==> config.mk <==
export PLATFORM = sky130hd
export DESIGN_NAME = dhf_queue
export DESIGN_NICKNAME = d
export VERILOG_FILES = /design/src/hdl/dhf_pkg.sv /design/src/hdl/dhf_queue.sv
export SDC_FILE = /design/constraint.sdc
export NUM_CORES = 1
export LEC_CHECK = 0
export BUFFER_PORTS_ARGS = -buffer_cell sky130_fd_sc_hd__buf_2
export CAP_MARGIN = 20
export CORE_MARGIN = 3
export CORE_UTILIZATION = 37
export CTS_CLUSTER_DIAMETER = 150
export DETAILED_ROUTE_END_ITERATION = 6
export HOLD_SLACK_MARGIN = 0.08
export PLACE_DENSITY_LB_ADDON = 0.08
export SYNTH_ARGS = -nofsm -noshare
export SYNTH_HDL_FRONTEND = slang
export SYNTH_SLANG_ARGS = --single-unit
==> constraint.sdc <==
create_clock -name clock -period 7.5 [get_ports clock]
set_input_delay 0 -clock clock [delete_from_list [all_inputs] [get_ports clock]]
set_output_delay 0 -clock clock [all_outputs]
set_load 0.02 [all_outputs]
==> src/hdl/dhf_pkg.sv <==
// ----------------------------------------------------------------------------
// Decimating highpass / EMA channel filter package
// Sizes, register codes and shared types for the filter block.
// ----------------------------------------------------------------------------
package dhf_pkg;

   // Block sizing
   localparam int NUM_DEVICES  = 4;
   localparam int NUM_CHANNELS = 8;

   // Fixed field layout of the ports
   localparam int NUM_FIELD_CH = 8;
   localparam int DEV_W        = 2;
   localparam int SMP_W        = 24;
   localparam int OUT_W        = 32;
   localparam int REQ_DATA_W   = NUM_FIELD_CH * SMP_W;
   localparam int RSP_DATA_W   = NUM_FIELD_CH * OUT_W;

   // Arithmetic widths
   localparam int ST_W     = 48;   // Q32.16 filter state
   localparam int FRAC_W   = 16;
   localparam int COEF_W   = 32;   // Q2.30 coefficients
   localparam int DEC_W    = 16;
   localparam int ALPHA_W  = 31;
   localparam int MUL_S_W  = 50;   // multiplier sample operand
   localparam int MUL_R_W  = 52;   // rounded product
   localparam int ACC_W    = 54;

   // Derived index widths
   localparam int DEV_IDX_W   = (NUM_DEVICES > 1) ? $clog2(NUM_DEVICES) : 1;
   localparam int CH_W        = (NUM_CHANNELS > 1) ? $clog2(NUM_CHANNELS) : 1;
   localparam int MEM_DEPTH   = NUM_DEVICES * NUM_CHANNELS;
   localparam int MEM_AW      = (MEM_DEPTH > 1) ? $clog2(MEM_DEPTH) : 1;
   localparam int MEM_W       = 3 * ST_W;
   localparam int QUEUE_DEPTH = 2;
   localparam int QPTR_W      = (QUEUE_DEPTH > 1) ? $clog2(QUEUE_DEPTH) : 1;
   localparam int QCNT_W      = $clog2(QUEUE_DEPTH + 1);

   // Configuration port
   localparam int CSR_IDX_W  = 3;
   localparam int CSR_DATA_W = 32;

   localparam logic [CSR_IDX_W-1:0] REG_HP_ENABLE = 3'd0;
   localparam logic [CSR_IDX_W-1:0] REG_LP_ENABLE = 3'd1;
   localparam logic [CSR_IDX_W-1:0] REG_DEC_FACTOR = 3'd2;
   localparam logic [CSR_IDX_W-1:0] REG_HP_B0 = 3'd3;
   localparam logic [CSR_IDX_W-1:0] REG_HP_B1 = 3'd4;
   localparam logic [CSR_IDX_W-1:0] REG_HP_A1 = 3'd5;
   localparam logic [CSR_IDX_W-1:0] REG_LP_ALPHA = 3'd6;

   typedef struct packed {
      logic                     hp_en;
      logic                     lp_en;
      logic [DEC_W-1:0]         dec_factor;
      logic signed [COEF_W-1:0] b0;
      logic signed [COEF_W-1:0] b1;
      logic signed [COEF_W-1:0] a1;
      logic [ALPHA_W-1:0]       alpha;
   } cfg_type;

   typedef logic signed [SMP_W-1:0] smp_type;

   typedef struct packed {
      logic [DEV_W-1:0]               device;
      smp_type [NUM_CHANNELS-1:0]     smp;
   } frame_type;

endpackage

==> src/hdl/dhf_queue.sv <==
// ----------------------------------------------------------------------------
// Frame queue
// Short FIFO of kept frames between the decimation front end and the filter.
// ----------------------------------------------------------------------------
module dhf_queue (
   input  logic                clock,
   input  logic                reset,
   input  logic                in_valid,
   output logic                in_ready,
   input  dhf_pkg::frame_type  in_data,
   output logic                out_valid,
   input  logic                out_ready,
   output dhf_pkg::frame_type  out_data
);
   import dhf_pkg::*;

   frame_type         q_ff [QUEUE_DEPTH];
   logic [QPTR_W-1:0] wr_ptr_ff;
   logic [QPTR_W-1:0] rd_ptr_ff;
   logic [QCNT_W-1:0] cnt_ff;
   logic [QCNT_W-1:0] cnt_in;
   logic              push;
   logic              pop;

   assign in_ready  = (cnt_ff != QCNT_W'(QUEUE_DEPTH));
   assign out_valid = (cnt_ff != '0);
   assign out_data  = q_ff[rd_ptr_ff];
   assign push      = in_valid && in_ready;
   assign pop       = out_valid && out_ready;

   always_comb begin
      cnt_in = cnt_ff;
      if (push && !pop) begin
         cnt_in = cnt_ff + QCNT_W'(1);
      end else if (pop && !push) begin
         cnt_in = cnt_ff - QCNT_W'(1);
      end
   end

   always_ff @(posedge clock) begin
      if (reset) begin
         wr_ptr_ff <= '0;
         rd_ptr_ff <= '0;
         cnt_ff    <= '0;
      end else begin
         cnt_ff <= cnt_in;
         if (push) begin
            wr_ptr_ff <= (wr_ptr_ff == QPTR_W'(QUEUE_DEPTH - 1)) ? '0
                                                                 : wr_ptr_ff + QPTR_W'(1);
         end
         if (pop) begin
            rd_ptr_ff <= (rd_ptr_ff == QPTR_W'(QUEUE_DEPTH - 1)) ? '0
                                                                 : rd_ptr_ff + QPTR_W'(1);
         end
      end
   end

   always_ff @(posedge clock) begin
      if (push) begin
         q_ff[wr_ptr_ff] <= in_data;
      end
   end

endmodule

==> run metrics <==
Power Total=a little under 7 mW; mean number of vias per cell=4.41; Placed Instances=1523; period utilization=a little over two fifths; Worst setup EP type=output port; RSZ-0062 raised after global routing=no; clk root buf=clkbuf_16; die footprint=42700 sq um; clk_lat worst skew=0.54 ns; FF+latch count, synth=393; Ports=394; Worst setup SP type=flip-flop; vias in the first global route=~8500; DRC Markers=0; Hold WS=0.178 ns; maximum vdd drop=0.272 mV; sequential fraction of the synthesis area=78.9%; status=complete, no violations; final core utilization=53.0%; die width=207 microns; minimum clock period=3.23 ns; Slew Limit Headroom=31.8%; cell area after layout=20800 sq um; top cells by area, synth=edfxtp_1, mux2_4, mux2_2; leak pwr=approximately 8 nW; die height=207 microns; CTS tree=done; initial antenna violation count=2; layout cells sized above 1=approximately half; Pre-antenna DRT Iters=4; clock sinks=slightly below 400; total number of vias=7944; Setup Skew=0.0119 ns; CP arrival=around 3.2 ns; PnR worst setup slack=between 4 and 5 ns; # setup viols final=0; post-synth top area cell=edfxtp_1; library cells used by synthesis=20; Post-DRT Antenna Nets=0; setup tns final=0 ns; Core ar.=slightly below 40000 sq um; cell count after synthesis=628; IO Port Bufs=between 300 and 400; clock tree buffer depth=3; Max Clk Rate=between 300 and 400 MHz; Post-DP HPWL=21.2 mm; Routed met3 length=2.81 mm; CTS resizes=0; starting utilization of the core area=38.0%; Synth Flop Type=edfxtp_1; Final Hold Viols=0; Placed Instance Area=17300 sq um; share of the synthesized area in the top cell type=around four fifths; total of max-cap violations=0; Max Slew Vio Count=0; worst slew pin tran=1.02 ns; routability cong.=0.728; largest net degree at the start of global routing=130; number of synthesized flops with an enable pin=388; # rows=72; CP Class=reg2out; TritonCTS Buffers=43; async set-reset flop share out of synthesis=0%; fin nets=1448; Met1 Wirelength=roughly 13 mm; Syn Area/Cell=about 24 sq um; final WL=33.4 mm; CP required=~7.5 ns; min-delay worst type=in2reg; global-route wire length before repair=just under 50 mm; synth warn=0; mapped cell area=14900 sq um; top sig layer=met4; H-tree Lvls=2; syn_nets=827; starting DRC count in detailed routing=359; clk slew on worst S/H paths=0.06 ns; worst slack at placement=4.49 ns; GRT Util Overall=15.2%; GRT overflow=0; WL met2=16.2 mm; PwrDens=332 nW/um^2; Non-Filler Instances=1803; Layout area overhead=39.4%; DR WL/cell=18.5 microns; worst-path maximum fanout=90
## final cells by class
type | count | area, sq um
Inverter | 1 | 11.3
Clock inverter | 24 | 239
Sequential cell | 393 | 11800
Tap cell | 518 | 648
Timing Repair Buffer | 598 | 4030
Fill cell | 3242 | 18400
Antenna cell | 2 | 5.00
Multi-Input combinational cell | 212 | 2910
Clock buffer | 55 | 1160
## kinds of logic after synthesis
group                    after synthesis  synth area share, %
multiplexers                         194                 18.7
XOR/XNOR                               3                0.176
flip-flops                           393                 78.9
AO/OA/AOI/OAI                          5                0.202
buffers and inverters                 23                 1.59
AND/OR/NAND/NOR                        9                0.336
adder cells (fa/ha/maj)                1               0.0840
## cells in the final DEF, fill, tap and decap left out, drive strengths merged
master       instances
o21ai                2
ha                   1
nand3b               1
edfxtp             388
or2                  1
bufinv               5
xor2                 3
a21oi                2
mux2               194
dlygate4sd3        198
clkinv              19
diode                2
a21bo                1
nand2b               1
clkbuf              55
buf                400
nor2                 3
or3                  1
and2                 1
inv                  1
dfxtp                5
and3                 1
## worst max-delay path, stage by stage, from the launching register on
cell     delay, ns
dfxtp_4       0.62
buf_12        0.58
buf_4         0.80
mux2_2        0.41
buf_2         0.17
## repair_timing
item                      CTS  global route
hold endpoints to repair  393             0
hold buffers              198             0
setup buffers               0             0
## Yosys cell counts, types with 2 or more instances
cell,instances
edfxtp_1,388
mux2_4,160
o21ai_0,2
a21oi_1,2
buf_6,18
mux2_2,34
buf_2,3
xor2_1,3
dfxtp_1,5
nor2_1,3
## flip-flops by register name (all words and copies together) (netlist names), named ones only
name       flops
cnt_ff         2
q_ff         388
rd_ptr_ff      1
wr_ptr_ff      1
## final timing paths
kind	slack [ns]	from	endpoint	cells after the start
worst max register to register	4.50	cnt_ff[0]	q_ff[0][67]	4
worst min register to register	0.51	rd_ptr_ff	rd_ptr_ff	2
worst min-delay path	0.18	in_data[21]	q_ff[0][21]	2
worst max-delay path	4.27	flip-flop	out_data[3]	4
## where the power goes
group / internal [mW] / switching, mW
Combinational: 0.871 / 1.11
Clock: 1.27 / 0.808
Sequential: 2.75 / 0.0825
## per-layer routing
layer	vias to the layer above	track usage [%]
met5	-	0
met4	0	6.28
met3	56	5.08
met2	257	25.0
met1	3875	18.5
li1	3756	-
No activity file was read; power rests on OpenSTA's default activity.
