[config.mk]
export PLATFORM = sky130hd
export DESIGN_NAME = dhf_front
export DESIGN_NICKNAME = d
export VERILOG_FILES = /design/src/hdl/dhf_pkg.sv /design/src/hdl/dhf_front.sv
export SDC_FILE = /design/constraint.sdc
export NUM_CORES = 1
export LEC_CHECK = 0
export ABC_CLOCK_PERIOD_IN_PS = 4610
export BUFFER_PORTS_ARGS = -buffer_cell sky130_fd_sc_hd__buf_2
export CORE_AREA = 2 2 161 163
export CTS_BUF_LIST = sky130_fd_sc_hd__clkbuf_2
export CTS_CLUSTER_DIAMETER = 150
export DETAILED_ROUTE_END_ITERATION = 6
export DIE_AREA = 0 0 163 165
export PLACE_DENSITY = 0.52
export SETUP_SLACK_MARGIN = 0.5
export SLEW_MARGIN = 10
export SYNTH_ARGS = -nofsm -noshare
export SYNTH_HDL_FRONTEND = slang
export SYNTH_SLANG_ARGS = --single-unit
[constraint.sdc]
create_clock -name clock -period 4.61 [get_ports clock]
set_input_delay 0.461 -clock clock [delete_from_list [all_inputs] [get_ports clock]]
set_output_delay 0.461 -clock clock [all_outputs]
set_load 0.1 [all_outputs]
[src/hdl/dhf_pkg.sv]
// ----------------------------------------------------------------------------
// Decimating highpass / EMA channel filter package
// Sizes, register codes and shared types for the filter block.
// ----------------------------------------------------------------------------
package dhf_pkg;

   // Block sizing
   localparam int NUM_DEVICES  = 4;
   localparam int NUM_CHANNELS = 8;

   // Fixed field layout of the ports
   localparam int NUM_FIELD_CH = 8;
   localparam int DEV_W        = 2;
   localparam int SMP_W        = 24;
   localparam int OUT_W        = 32;
   localparam int REQ_DATA_W   = NUM_FIELD_CH * SMP_W;
   localparam int RSP_DATA_W   = NUM_FIELD_CH * OUT_W;

   // Arithmetic widths
   localparam int ST_W     = 48;   // Q32.16 filter state
   localparam int FRAC_W   = 16;
   localparam int COEF_W   = 32;   // Q2.30 coefficients
   localparam int DEC_W    = 16;
   localparam int ALPHA_W  = 31;
   localparam int MUL_S_W  = 50;   // multiplier sample operand
   localparam int MUL_R_W  = 52;   // rounded product
   localparam int ACC_W    = 54;

   // Derived index widths
   localparam int DEV_IDX_W   = (NUM_DEVICES > 1) ? $clog2(NUM_DEVICES) : 1;
   localparam int CH_W        = (NUM_CHANNELS > 1) ? $clog2(NUM_CHANNELS) : 1;
   localparam int MEM_DEPTH   = NUM_DEVICES * NUM_CHANNELS;
   localparam int MEM_AW      = (MEM_DEPTH > 1) ? $clog2(MEM_DEPTH) : 1;
   localparam int MEM_W       = 3 * ST_W;
   localparam int QUEUE_DEPTH = 2;
   localparam int QPTR_W      = (QUEUE_DEPTH > 1) ? $clog2(QUEUE_DEPTH) : 1;
   localparam int QCNT_W      = $clog2(QUEUE_DEPTH + 1);

   // Configuration port
   localparam int CSR_IDX_W  = 3;
   localparam int CSR_DATA_W = 32;

   localparam logic [CSR_IDX_W-1:0] REG_HP_ENABLE = 3'd0;
   localparam logic [CSR_IDX_W-1:0] REG_LP_ENABLE = 3'd1;
   localparam logic [CSR_IDX_W-1:0] REG_DEC_FACTOR = 3'd2;
   localparam logic [CSR_IDX_W-1:0] REG_HP_B0 = 3'd3;
   localparam logic [CSR_IDX_W-1:0] REG_HP_B1 = 3'd4;
   localparam logic [CSR_IDX_W-1:0] REG_HP_A1 = 3'd5;
   localparam logic [CSR_IDX_W-1:0] REG_LP_ALPHA = 3'd6;

   typedef struct packed {
      logic                     hp_en;
      logic                     lp_en;
      logic [DEC_W-1:0]         dec_factor;
      logic signed [COEF_W-1:0] b0;
      logic signed [COEF_W-1:0] b1;
      logic signed [COEF_W-1:0] a1;
      logic [ALPHA_W-1:0]       alpha;
   } cfg_type;

   typedef logic signed [SMP_W-1:0] smp_type;

   typedef struct packed {
      logic [DEV_W-1:0]               device;
      smp_type [NUM_CHANNELS-1:0]     smp;
   } frame_type;

endpackage

[src/hdl/dhf_front.sv]
// ----------------------------------------------------------------------------
// Decimation front end
// Takes input frames, runs the per-device frame counters and forwards the
// kept frames to the queue.
// ----------------------------------------------------------------------------
module dhf_front (
   input  logic                            clock,
   input  logic                            reset,
   input  logic [dhf_pkg::DEC_W-1:0]       dec_factor,
   input  logic                            req_valid,
   output logic                            req_ready,
   input  logic [dhf_pkg::DEV_W-1:0]       req_device,
   input  logic [dhf_pkg::REQ_DATA_W-1:0]  req_data,
   output logic                            push_valid,
   input  logic                            push_ready,
   output dhf_pkg::frame_type              push_data
);
   import dhf_pkg::*;

   logic [DEC_W-1:0]     cnt_ff [NUM_DEVICES];
   logic [DEC_W-1:0]     cnt_in;
   logic [DEV_IDX_W-1:0] dev_idx;
   logic                 dev_ok;
   logic                 keep;

   assign dev_ok  = (int'(req_device) < NUM_DEVICES);
   assign dev_idx = DEV_IDX_W'(req_device);
   assign cnt_in  = cnt_ff[dev_idx] + DEC_W'(1);

   // A factor of zero keeps every frame, the same as one.
   assign keep       = (cnt_in >= dec_factor);
   assign req_ready  = push_ready;
   assign push_valid = req_valid && dev_ok && keep;

   always_comb begin
      push_data.device = req_device;
      for (int k = 0; k < NUM_CHANNELS; k++) begin
         push_data.smp[k] = req_data[k*SMP_W +: SMP_W];
      end
   end

   always_ff @(posedge clock) begin
      if (reset) begin
         for (int d = 0; d < NUM_DEVICES; d++) begin
            cnt_ff[d] <= '0;
         end
      end else if (req_valid && req_ready && dev_ok) begin
         cnt_ff[dev_idx] <= keep ? '0 : cnt_in;
      end
   end

endmodule

==> results.py, run 1 <==
metrics = {
    "run_status": {
        "status": "finished, final reports clean",
    },
    "sta": {
        "worst_pin_slew_ns": 0.8831,
        "fin_tns_setup_ns": 0,
        "post-route-period-util_pct": 87.76,
        "fmax_mhz": 247.2,
        "hold_viol": 0,
        "finalSetupViolCount": 0,
        "rsz0062_at_grt": "yes",
        "hold_slack_ns": 0.5714,
        "clock_skew_ns": 0.02852,
        "timing.final.crit_period_ns": 4.046,
        "slew_headroom_pct": 41.12,
        "slew_viol_final": 0,
    },
    "logic_synthesis": {
        "synth_edf_count": 64,
        "synth_cell_types": 44,
        "synth_top_cell_area_share_pct": 38.18,
        "ys_ff_latch": 64,
        "synthArstFlopShare_pct": 0,
        "synth_nets": 708,
        "synth_ff_type": "edfxtp_1",
        "yosysWarnings": 0,
        "yosysTopAreaCell": "edfxtp_1",
        "synthCells": 477,
        "netlist_area_um2": 5034,
        "netlist_top_cells_area": "edfxtp_1 (38%), buf_4 (29%), mux4_1 (6.3%)",
        "avgSynthCellArea_um2": 10.55,
        "seq_area_frac_synth_pct": 38.18,
    },
    "cts": {
        "clock_sinks": 64,
        "cts_max_level": 3,
        "cts_hold_buf": 0,
        "tritoncts": "done",
        "cts_buffers": 9,
        "clk_latency_ns": 0.52,
        "clk_pin_slew_ns": 0.20,
        "clockBufferDepth": 2,
        "cts_root_buffer": "clkbuf_2",
    },
    "routing": {
        "drtIter0Drc": 249,
        "detail-route-antenna-nets": 0,
        "routedWlPerCell_um": 17.64,
        "drc_errors": 0,
        "routed_wl_um": 11890,
        "first_pass_iters": 4,
        "via_per_inst": 3.958,
        "vias": 2668,
    },
    "final_layout": {
        "antenna-diode-count": 0,
        "fillCellCount": 2747,
        "largest-register": "cnt_ff",
        "area_delta_synth_final_pct": -10.29,
        "largest_reg_flops": 64,
        "final-seq-area_um2": 1922,
        "drive_gt1_share_pct": 31.40,
        "largestRegisters": "cnt_ff (64)",
        "multi_input_area_um2": 1530,
        "finalNetCount": 570,
    },
    "placement": {
        "place.gp.congestion": 0.7422,
        "port_buffers": 25,
        "hpwl_um": 8678,
    },
    "hold_path": {
        "hold_path_class": "input port to flop",
    },
    "die": {
        "core_um2": 25040,
        "die_w_um": 163,
        "initial_core_util_pct": 20.10,
        "ios": 410,
        "dieArea_um2": 26900,
        "die_y_um": 165,
        "num_rows": 58,
    },
    "grt": {
        "grt_pass1_wl_um": 17580,
        "grt_overflow": 0,
        "grt_pass1_vias": 2889,
        "grt_max_degree": 17,
        "track_usage_pct": 8.939,
        "antenna_found_initial": 0,
    },
    "critical_path": {
        "crit_fanout": 7,
        "r2r_slack_ns": 0.98,
        "startpoint_type": "flop",
        "path_class": "flop to output port",
        "cp.arrival_ns": 3.58,
        "cp-end-kind": "output port",
        "worstPathRequired_ns": 4.15,
    },
    "power": {
        "ir_worst_vdd_mv": 0.07718,
        "leakagePower_nw": 1.749,
        "power.density_nw_per_um2": 273.6,
    },
    "run": {
        "drv_cap": 0,
    },
}
==> power breakdown <==
group          switching, mW  total [mW]  leakage (nW)  internal (mW)
logic                  0.147       0.250          1.02          0.102
registers            0.00741       0.675         0.664          0.668
clock network          0.235       0.311        0.0624         0.0756
total                  0.390        1.24          1.75          0.845
==> cells in the final DEF, fill, tap and decap left out, types with 2 or more instances in the layout <==
master    netlist  layout
nand2_1         9       8
mux4_2          4      11
buf_12          1       5
xor2_1          9       6
nand3_1         5       4
o21ai_0         3       3
clkbuf_2        0       9
and2_1          2       2
xor2_2          0       3
and4_1          2       2
or2_2           2       2
nand4_1         9       9
and3_4          1       2
buf_2           0      23
ha_4            0       3
xnor2_1         2       2
ha_1           17      14
mux2i_1         2       2
nor2_1         59      58
mux4_1         12       5
buf_4         197      27
edfxtp_1       64      64
nand3_2         1       2
a21oi_1        14      14
clkinv_4        0       4
inv_1          31      31
==> cell families (layout without fill, tap and decap cells) <==
group / count (synthesis) / count (layout) / synth area share [%]
flops: 64 / 64 / 38.18
fa+ha+maj: 17 / 17 / 4.226
simple gates: 100 / 100 / 9.570
buf+inv: 237 / 104 / 33.13
xor+xnor: 12 / 12 / 2.237
compound gates: 29 / 29 / 4.201
mux: 18 / 18 / 8.451
==> routing by layer <==
metal  routed length, um  global-route usage [%]  vias up
met5                  54                   1.515        -
met1                4730                   10.17     1266
li1                    -                       -     1142
met2                5277                   13.31      194
met4                 496                   4.666        2
met3                1332                   4.897       64
==> path summary, 6_finish.rpt <==
check | from | end | cells after the start
worst min-delay path | reset | cnt_ff[3][13] | 4
worst min register to register | cnt_ff[3][0] | cnt_ff[0][0] | 3
worst max register to register | cnt_ff[0][0] | cnt_ff[2][11] | 15
worst max-delay path | cnt_ff[0][0] | push_valid | 12
==> worst max-delay path: stages, from the launching register on <==
cell	delay, ns
edfxtp_1	0.42
mux4_2	0.52
buf_6	0.16
and3_4	0.18
nand4_1	0.11
xor2_1	0.20
inv_1	0.10
ha_4	0.28
nand4_1	0.12
a211o_1	0.29
o32a_1	0.34
a21boi_4	0.17
buf_12	0.19
==> Yosys cell counts, types with 2 or more instances <==
cell type	instances
buf_4	197
xnor2_1	2
mux4_2	4
xor2_1	9
and4_1	2
buf_6	3
o21ai_0	3
and3_1	3
inv_1	31
edfxtp_1	64
mux4_1	12
ha_1	17
a21oi_1	14
nand4_1	9
nand3_1	5
nand2_1	9
and2_1	2
clkbuf_1	4
nor2_1	59
mux2i_1	2
or2_2	2
nand2b_1	2
==> final cells by class <==
class,count,area share (%)
flip-flops and latches,64,42.56
well taps,330,9.144
repair buffers,56,9.504
clock inverters,7,1.247
multi-input cells,176,33.89
inverters,32,2.660
clock buffers,9,0.9975
==> what timing repair did <==
action                                  in CTS  in global routing
setup buffers                                9                  4
resized for setup                           12                 10
pin swaps                                   10                 11
hold endpoints to repair                     0                  0
endpoints found under the setup margin       1                  1
==> stage by stage <==
stage | instance area, um^2 | std cells | total power [mW] | utilization (%) | worst slack (ns)
3_3_place_gp | 4265 | 645 | 0.9176 | 17.04 | 0.2737
3_5_place_dp | 4265 | 645 | 0.9169 | 17.04 | 0.2486
4_1_cts | 4439 | 670 | 1.239 | 17.73 | 0.3811
5_1_grt | 4516 | 674 | 1.296 | 18.04 | 0.3446
6_report | 4516 | 674 | 1.235 | 18.04 | 0.5642
2_1_floorplan | 5075 | 477 | 1.617 | - | 0.5376
(Power assumes the default switching activity.)
==> run 2: changes to the inputs <==
ABC_AREA = 1   (was not set)
PLACE_DENSITY = 0.54   (was 0.52)
==> run 2 against run 1 <==
Clock-buffer cell count grew 1. Largest cell class unchanged. Combinational power is essentially flat. Largest power group unchanged. Critical path type unchanged. Clock power grew 28%.
==> results.py, run 2 <==
metrics = {
    "critical_path": {
        "startpoint_type": "flop",
        "cp-end-kind": "output port",
        "crit_fanout": 3,
        "path_class": "flop to output port",
        "worstPathRequired_ns": 4.15,
        "cp.arrival_ns": 3.29,
    },
    "logic_synthesis": {
        "netlist_top_cells_area": "edfxtp_1 (35%), buf_4 (27%), nand2_1 (8.2%)",
        "synth_compound_area_share_pct": 1.270,
        "avgSynthCellArea_um2": 8.350,
        "ys_ff_latch": 64,
        "synth_ff_type": "edfxtp_1",
        "synth_cell_types": 34,
        "yosysTopAreaCell": "edfxtp_1",
        "seq_area_frac_synth_pct": 35.47,
        "synth_most_common_cell": "buf_4",
        "synth_commonest_cells": "buf_4 (196), nand2_1 (119), edfxtp_1 (64)",
        "synth_top_family_by_area": "buffers and inverters",
        "synth-simple-area-share_pct": 23.78,
        "netlist_area_um2": 5419,
        "synth_top_cell_area_share_pct": 35.47,
        "synthArstFlopShare_pct": 0,
        "synth_nets": 880,
        "synth_edf_count": 64,
        "synth_xor_area_share_pct": 1.408,
        "synthCells": 649,
        "synth_fa_ha_area_share_pct": 3.925,
        "synthMuxAreaShare_pct": 0,
        "yosysWarnings": 0,
    },
    "final_layout": {
        "final_cell_mix": "nand2_1 (119), edfxtp_1 (64), inv_1 (62)",
        "final_common_cell": "nand2_1",
        "finalNonFillerCells": 816,
        "largest-register": "cnt_ff",
        "finalNetCount": 712,
        "largest_reg_flops": 64,
        "area_delta_synth_final_pct": -15.35,
        "final_util_pct": 18.32,
        "drive_gt1_share_pct": 19.14,
        "largestRegisters": "cnt_ff (64)",
        "antenna-diode-count": 0,
        "design_area_um2": 4587,
    },
    "die": {
        "ios": 410,
        "die_y_um": 165,
        "dieArea_um2": 26900,
        "initial_core_util_pct": 21.64,
        "die_w_um": 163,
        "core_um2": 25040,
        "num_rows": 58,
    },
    "run": {
        "drv_cap": 0,
    },
    "routing": {
        "vias": 3240,
        "drtIter0Drc": 169,
        "via_per_inst": 3.971,
        "detail-route-antenna-nets": 0,
        "routed_wl_um": 14960,
        "drc_errors": 0,
        "routedWlPerCell_um": 18.33,
        "first_pass_iters": 4,
    },
    "grt": {
        "grt_util_met3_pct": 8.890,
        "grt_use_met2_pct": 17.87,
        "grt_max_degree": 35,
        "grt_overflow": 0,
        "grt_use_met1_pct": 9.242,
        "top_usage_layer": "met2",
        "grt_pass1_vias": 3169,
        "grt_pass1_wl_um": 20820,
        "track_usage_pct": 10.81,
        "antenna_found_initial": 0,
    },
    "hold_path": {
        "hold_path_class": "input port to flop",
    },
    "sta": {
        "timing.final.crit_period_ns": 3.753,
        "rsz0062_at_grt": "no",
        "slew_viol_final": 0,
        "worst_pin_slew_ns": 0.8619,
        "clock_skew_ns": 0.01904,
        "finalSetupViolCount": 0,
        "post-route-period-util_pct": 81.42,
        "finalWorstSetupSlack_ns": 0.8567,
        "hold_viol": 0,
        "slew_headroom_pct": 42.40,
        "fmax_mhz": 266.4,
        "fin_tns_setup_ns": 0,
        "hold_slack_ns": 0.4202,
    },
    "run_status": {
        "status": "finished, final reports clean",
    },
    "power": {
        "power_mw": 1.320,
        "ir_worst_vdd_mv": 0.1186,
        "power.density_nw_per_um2": 287.7,
        "leakagePower_nw": 1.999,
    },
    "cts": {
        "cts_max_level": 3,
        "clock_sinks": 64,
        "clk_latency_ns": 0.50,
        "tritoncts": "done",
        "cts_buffers": 9,
        "clockBufferDepth": 2,
        "clk_pin_slew_ns": 0.20,
        "cts_root_buffer": "clkbuf_2",
        "cts_hold_buf": 0,
    },
    "placement": {
        "hpwl_um": 11530,
        "dp.cells": 800,
        "port_buffers": 25,
        "placed_area_um2": 4425,
        "dp_slack_ns": 0.4439,
        "place.gp.congestion": 0.7788,
    },
}
run 2: changes by cell type after synthesis, sizes merged, moves of 3 or more:
cell and change:
a21oi -8, and3 -4, buf +6, clkinv +3, inv +32, mux4 -16, nand2 +123, nand3 +39
nor2 +13, nor3 +8, xor2 -5
run 2: final timing paths:
| check | startpoint | end | slack (ns) | cells past startpoint |
|---|---|---|---|---|
| worst min-delay path | reset | cnt_ff[3][9] | 0.42 | 3 |
| worst max-delay path | cnt_ff[3][0] | push_valid | 0.86 | 21 |
| worst min register to register | cnt_ff[0][0] | cnt_ff[3][0] | 0.93 | 5 |
| worst max register to register | cnt_ff[3][0] | cnt_ff[0][9] | 1.51 | 21 |
run 2: kinds of logic after synthesis:
kind of cell               after synthesis
buffers and inverters                  278
and+or+nand+nor                        271
DFF                                     64
adders and majority gates               17
AOI/OAI and AO/OA                       12
xor gates and xnor gates                 7
run 2: cell type report:
class                      instances  area, um^2
fill                            2813       20450
sequential                        64        1922
multi-input combinational        307        1667
tap                              330       412.9
inverter                          67       261.5
timing repair buffer              32       190.2
clock inverter                     6       83.83
clock buffer                      10       50.05
run 2: power breakdown:
group	switching, mW	leakage, nW	internal, mW
Combinational	0.176	1.26	0.0721
Clock	0.220	0.0756	0.179
Sequential	0.00683	0.666	0.666
run 2: critical path, stage by stage (launching register included):
cell      delay [ns]
edfxtp_1        0.37
inv_1           0.04
nand2_1         0.07
nand3_1         0.11
nand2_2         0.14
ha_2            0.24
nand3_4         0.12
nor2_2          0.12
nand3_1         0.11
and2_1          0.18
ha_1            0.27
nand2_1         0.05
nor2_1          0.14
nand4_1         0.13
inv_1           0.08
nand2_1         0.05
nand2_1         0.06
nor2_2          0.04
inv_1           0.12
nand2_1         0.07
inv_1           0.07
buf_6           0.22
run 2: what timing repair did:
item	CTS	global route
gates resized for setup	1	7
endpoints found under the setup margin	1	1
setup buffers	0	0
cloned	0	0
run 2: routing by layer:
metal  share of wire, %  up-vias
met5                  0        -
met4                4.5        0
met3                 18       62
li1                   -     1510
met1                 29     1468
met2                 49      200
